### config.mk
export PLATFORM = sky130hd
export DESIGN_NAME = ccr_wrap
export DESIGN_NICKNAME = d
export VERILOG_FILES = /design/src/sv/ccr_pkg.sv /design/src/sv/ccr_wrap.sv
export SDC_FILE = /design/constraint.sdc
export NUM_CORES = 1
export LEC_CHECK = 0
export ABC_AREA = 1
export BUFFER_PORTS_ARGS = -buffer_cell sky130_fd_sc_hd__buf_4
export CORE_UTILIZATION = 34
export DETAILED_ROUTE_END_ITERATION = 8
export PLACE_DENSITY = 0.58
export SETUP_SLACK_MARGIN = 0.02
export SYNTH_ARGS = -nofsm -noshare
export SYNTH_HDL_FRONTEND = slang
export SYNTH_SLANG_ARGS = --single-unit
### constraint.sdc
create_clock -name clock -period 18.5 [get_ports clock]
set_input_delay 1.85 -clock clock [delete_from_list [all_inputs] [get_ports clock]]
set_output_delay 1.85 -clock clock [all_outputs]
set_load 0.02 [all_outputs]
### src/sv/ccr_pkg.sv
// ----------------------------------------------------------------------------
// ccr_pkg
// Shared constants and types for the closed Catmull-Rom evaluator.
// ----------------------------------------------------------------------------
package ccr_pkg;

   localparam int FRAC_BITS  = 16;
   localparam int MAX_POINTS = 64;
   localparam int MIN_POINTS = 4;
   localparam int CNT_W      = $clog2(MAX_POINTS + 1);
   localparam int IDX_W      = $clog2(MAX_POINTS);
   localparam int QW         = 32 - FRAC_BITS;

   // parameter wrap: restoring modulo over a few stages
   localparam int MOD_STAGES = 4;
   localparam int MOD_STEP   = (QW + MOD_STAGES - 1) / MOD_STAGES;
   localparam int MW         = MOD_STAGES * MOD_STEP;

   // Horner datapath widths
   localparam int CW = 38;
   localparam int PW = CW + FRAC_BITS + 1;

   // pipeline stage numbering
   localparam int ST_FX  = MOD_STAGES;
   localparam int ST_RD  = ST_FX + 1;
   localparam int ST_CF  = ST_RD + 1;
   localparam int ST_M1  = ST_CF + 1;
   localparam int ST_A1  = ST_M1 + 1;
   localparam int ST_M2  = ST_A1 + 1;
   localparam int ST_A2  = ST_M2 + 1;
   localparam int ST_M3  = ST_A2 + 1;
   localparam int ST_A3  = ST_M3 + 1;
   localparam int ST_OUT = ST_A3 + 1;
   localparam int NS     = ST_OUT + 1;

   localparam logic [1:0] KIND_CLEAR  = 2'd0;
   localparam logic [1:0] KIND_APPEND = 2'd1;
   localparam logic [1:0] KIND_EVAL   = 2'd2;

   localparam logic signed [31:0] ONE_Q = 32'sd1 <<< FRAC_BITS;

   typedef logic signed [CW-1:0] coef_type;
   typedef logic signed [PW-1:0] prod_type;

   typedef struct packed {
      logic signed [31:0] x;
      logic signed [31:0] y;
      logic signed [31:0] z;
   } point_type;

   typedef struct packed {
      logic [IDX_W-1:0]     i0;
      logic [IDX_W-1:0]     i1;
      logic [IDX_W-1:0]     i2;
      logic [IDX_W-1:0]     i3;
      logic [FRAC_BITS-1:0] t;
      logic                 enough;
   } seg_type;

endpackage

### src/sv/ccr_wrap.sv
// ----------------------------------------------------------------------------
// ccr_wrap
// Wraps the curve parameter modulo the point count and forms the four
// neighbor indices and the local t.
// ----------------------------------------------------------------------------
module ccr_wrap (
   input  logic                     clock,
   input  logic [ccr_pkg::ST_FX:0]  en,
   input  logic signed [31:0]       param,
   input  logic [ccr_pkg::CNT_W-1:0] count,
   output ccr_pkg::seg_type         seg
);
   import ccr_pkg::*;

   function automatic logic [CNT_W-1:0] mod_step_f(input logic [CNT_W-1:0] rem_i,
                                                   input logic [MOD_STEP-1:0] bits_i,
                                                   input logic [CNT_W-1:0] n_i);
      logic [CNT_W:0] acc;
      acc = {1'b0, rem_i};
      for (int k = MOD_STEP - 1; k >= 0; k--) begin
         acc = {acc[CNT_W-1:0], bits_i[k]};
         if (acc >= {1'b0, n_i}) begin
            acc = acc - {1'b0, n_i};
         end
      end
      return acc[CNT_W-1:0];
   endfunction

   logic [CNT_W-1:0]     rem_ff [MOD_STAGES];
   logic [MW-1:0]        mag_ff [MOD_STAGES];
   logic                 neg_ff [MOD_STAGES];
   logic [CNT_W-1:0]     n_ff   [MOD_STAGES];
   logic [FRAC_BITS-1:0] t_ff   [MOD_STAGES];

   logic [QW-1:0] q;
   logic [QW-1:0] q_mag;
   logic [MW-1:0] mag0;

   assign q     = param[31:FRAC_BITS];
   assign q_mag = q[QW-1] ? (~q + 1'b1) : q;
   assign mag0  = MW'(q_mag);

   for (genvar s = 0; s < MOD_STAGES; s++) begin : g_mod
      logic [CNT_W-1:0]     rem_src;
      logic [MW-1:0]        mag_src;
      logic                 neg_src;
      logic [CNT_W-1:0]     n_src;
      logic [FRAC_BITS-1:0] t_src;

      if (s == 0) begin : g_first
         assign rem_src = '0;
         assign mag_src = mag0;
         assign neg_src = q[QW-1];
         assign n_src   = count;
         assign t_src   = param[FRAC_BITS-1:0];
      end else begin : g_next
         assign rem_src = rem_ff[s-1];
         assign mag_src = mag_ff[s-1];
         assign neg_src = neg_ff[s-1];
         assign n_src   = n_ff[s-1];
         assign t_src   = t_ff[s-1];
      end

      always_ff @(posedge clock) begin
         if (en[s]) begin
            rem_ff[s] <= mod_step_f(rem_src, mag_src[MW-1-s*MOD_STEP -: MOD_STEP], n_src);
            mag_ff[s] <= mag_src;
            neg_ff[s] <= neg_src;
            n_ff[s]   <= n_src;
            t_ff[s]   <= t_src;
         end
      end
   end

   // floor-mod fix-up and cyclic neighbors
   logic [CNT_W-1:0] m, n, r, r1, r2, i0, i2, i3;
   seg_type          seg_in, seg_ff;

   always_comb begin
      m  = rem_ff[MOD_STAGES-1];
      n  = n_ff[MOD_STAGES-1];
      r  = (neg_ff[MOD_STAGES-1] && (m != '0)) ? (n - m) : m;
      r1 = r + 1'b1;
      r2 = r + 2'd2;
      i0 = (r == '0) ? (n - 1'b1) : (r - 1'b1);
      i2 = (r1 == n) ? '0 : r1;
      i3 = (r2 >= n) ? (r2 - n) : r2;
      seg_in.i0     = i0[IDX_W-1:0];
      seg_in.i1     = r[IDX_W-1:0];
      seg_in.i2     = i2[IDX_W-1:0];
      seg_in.i3     = i3[IDX_W-1:0];
      seg_in.t      = t_ff[MOD_STAGES-1];
      seg_in.enough = (n >= CNT_W'(MIN_POINTS));
   end

   always_ff @(posedge clock) begin
      if (en[ST_FX]) begin
         seg_ff <= seg_in;
      end
   end

   assign seg = seg_ff;

endmodule

==> impl_metrics.tcl <==
set metrics [dict create \
    outcome "completed" \
    grt_start_max_net_pins 44 \
    initial_utilization 0.347 \
    grt_pass1_vias 9446 \
    rows 71 \
    die_area_um2 39300 \
    fillers 3692 \
    synth-compound-area-share 0.0856 \
    synth_top_family_by_area "simple AND/OR/NAND/NOR gates" \
    synth_edf_count 189 \
    fmax_mhz 113 \
    yosysWarnings 0 \
    path_max_fanout 10 \
    ys.flop_type "edfxtp_1" \
    syn_area_um2 13100 \
    ys_async_sr_fraction 0 \
    synthDistinctLibCells 50 \
    cts_tree "built" \
    max_slew_margin 0.600 \
    grt.total_usage 0.153 \
    nets 1721 \
    multi_input_area_um2 6620 \
    tns_ps 0 \
    routed-via-count 9735 \
    worst_path_max_delay_cell "fa_1" \
    worstMarginPinSlew_ps 600 \
    die_w_um 198 \
    avgSynthCellArea_um2 9.14 \
    startpoint_type "input pin" \
    post-dp-hpwl_um 22900 \
    cp_num_buf_inv 9 \
    overflow 0 \
    drt-total-wl_um 28600 \
    worstSetupEndpointType "flop" \
    setup_viol 0 \
    yosys.area.top_type_share 0.433 \
    fp.dieH_um 198 \
    cp.arrival_ps 9050 \
    hold_viol 0 \
    core_area_um2 37800 \
    cts_setup_buffers 0 \
    rsz0062_at_grt "no" \
    min_period_ps 8840 \
    drcViolationCount 0 \
    seq_area_frac_synth 0.433 \
    first_pass_iters 5 \
    hp-class "reg2reg" \
    synth-xor-area-share 0.0602 \
    antenna_found_initial 0 \
    synthAdderAreaFrac 0.145 \
    path_delay_family "simple AND/OR/NAND/NOR gates" \
    synth_seq_cells 189 \
    criticalPathCategory "in2reg" \
    post-route-period-util 0.478 \
    holdBufCountCts 0 \
    clock_sinks 189 \
    cts_root_buffer "clkbuf_16" \
    ys_top_cells_by_area "edfxtp_1 43%, ha_1 12%, nand2_1 11%, inv_1 5.6%, xor2_1 4.5%" \
    synth_mux_area_frac 0 \
    yosys.area_share.simple 0.214 \
    h-tree-depth 4 \
    wl_per_cell_um 13.9 \
    via_per_inst 4.73 \
    area_growth_pct 14.2 \
    seq_area_um2 5680 \
    cpMostUsedCell "nand2_1" \
    ant_nets 0 \
    yosys.area.top_type "edfxtp_1" \
    cap_violations 0 \
    syn_inst 1433 \
    ios 86 \
    critPathMaxStageDelay_ps 470 \
    syn-num-nets 1620 \
    clk_path_buf_depth 2 \
    drtIter0Drc 496 \
    numCtsBuffers 17 \
    slew_viol_final 0 \
    clkSlewWorstSetupHoldPaths_ps 80 \
    grt_pass1_wl_um 47100 \
    final.setup_skew_ps 13.3 \
    gp_congestion 0.860 \
    port_buffers 85 \
    num_antenna_cells 0 \
    cts_resized 0 \
    drive_gt1_frac 0.127 \
    crit_required_ps 18710 \
    insertion_delay_ps 450 \
]
-- layout by cell type (no fill, tap or decap), types with 3 or more instances in the layout --
master / n
nand2_1: 376
inv_8: 4
buf_4: 85
xnor2_1: 23
clkinv_8: 3
o21ai_0: 59
ha_1: 125
o21ai_2: 9
o21a_1: 4
nand3b_1: 4
a21oi_1: 69
nor2_4: 8
nand3_1: 67
fa_1: 17
a21boi_0: 3
clkbuf_16: 17
or2_1: 3
or2_2: 8
xor2_1: 67
edfxtp_1: 189
o21bai_1: 6
clkinv_4: 3
nand3_2: 8
a31oi_1: 4
nand2_4: 5
o21ai_1: 19
nor2_1: 61
inv_2: 5
nand4_1: 31
a21oi_2: 5
nand2_2: 14
nor2_2: 9
inv_1: 194
a21o_1: 5
nor3_1: 10
-- final timing paths --
path | start | end | slack (ps) | depth (start not counted)
hold / removal | t_ff[1][12]$_DFFE_PP_ | t_ff[2][12]$_DFFE_PP_ | 420 | 0
hold reg to reg | t_ff[1][12]$_DFFE_PP_ | t_ff[2][12]$_DFFE_PP_ | 420 | 0
setup reg to reg | n_ff[2][1]$_DFFE_PP_ | rem_ff[3][5]$_DFFE_PP_ | 11260 | 42
setup / recovery | param[19] | rem_ff[0][3]$_DFFE_PP_ | 9660 | 46
-- routing by layer --
metal | track usage | wire length (um) | up-vias
li1 | - | - | 5026
met1 | 0.207 | 13900 | 4512
met2 | 0.247 | 13200 | 163
met3 | 0.0279 | 975 | 34
met4 | 0.0454 | 484 | 0
met5 | 0 | 0 | -
-- worst register-to-register path, delay by kind of cell, from the launching register on --
family          cells  cell delay (ps)
fa+ha+maj           4             1410
compound gates      9             1800
flops               1              530
simple gates       26             2800
buf+inv             3              470
-- kinds of logic (layout without fill, tap and decap cells) --
group / Yosys count / in the layout
adder cells (fa/ha/maj): 142 / 142
AND/OR/NAND/NOR: 613 / 613
buffers and inverters: 206 / 319
AO/OA/AOI/OAI: 193 / 193
XOR/XNOR: 90 / 90
flip-flops: 189 / 189
-- cell type report --
| type | count | area share |
|---|---|---|
| multi-input cells | 1038 | 0.442 |
| clock inverters | 14 | 0.0128 |
| flip-flops and latches | 189 | 0.380 |
| clock buffers | 17 | 0.0285 |
| well taps | 511 | 0.0428 |
| repair buffers | 85 | 0.0427 |
| inverters | 203 | 0.0513 |
-- synth_stat cells, types with 5 or more instances --
cell type / n
xor2_1: 67
nor2_1: 61
a21o_1: 5
o21ai_0: 59
o21ai_1: 19
nor3_1: 10
nor2_4: 8
fa_1: 17
o21ai_2: 9
nor2_2: 9
nand4_1: 31
nand2_2: 14
a21oi_1: 69
ha_1: 125
or2_2: 8
xnor2_1: 23
nand2_1: 376
nand3_1: 67
o21bai_1: 6
inv_1: 194
a21oi_2: 5
edfxtp_1: 189
nand3_2: 8
inv_2: 5
nand2_4: 5
-- sequential cells by signal, indices dropped and copies added, names as in the netlist --
register and count:
n_ff 28, seg 41, rem_ff 28, mag_ff 24
neg_ff 4, t_ff 64
-- through the flow --
stage               cells  setup WS [ps]  instance area, um2  utilization  hold slack (ps)
floorplan            1433          10260               13100            -              400
global placement     2026           9470               14300        0.380              401
detailed placement   2026           9240               14300        0.380              405
CTS                  2057           9690               15000        0.396              420
global route         2057           8720               15000        0.396              422
finish               2057           9660               15000        0.396              420
Power is not shown: default switching activity piles up to over one toggle a cycle in this logic, so the estimate is an artifact.
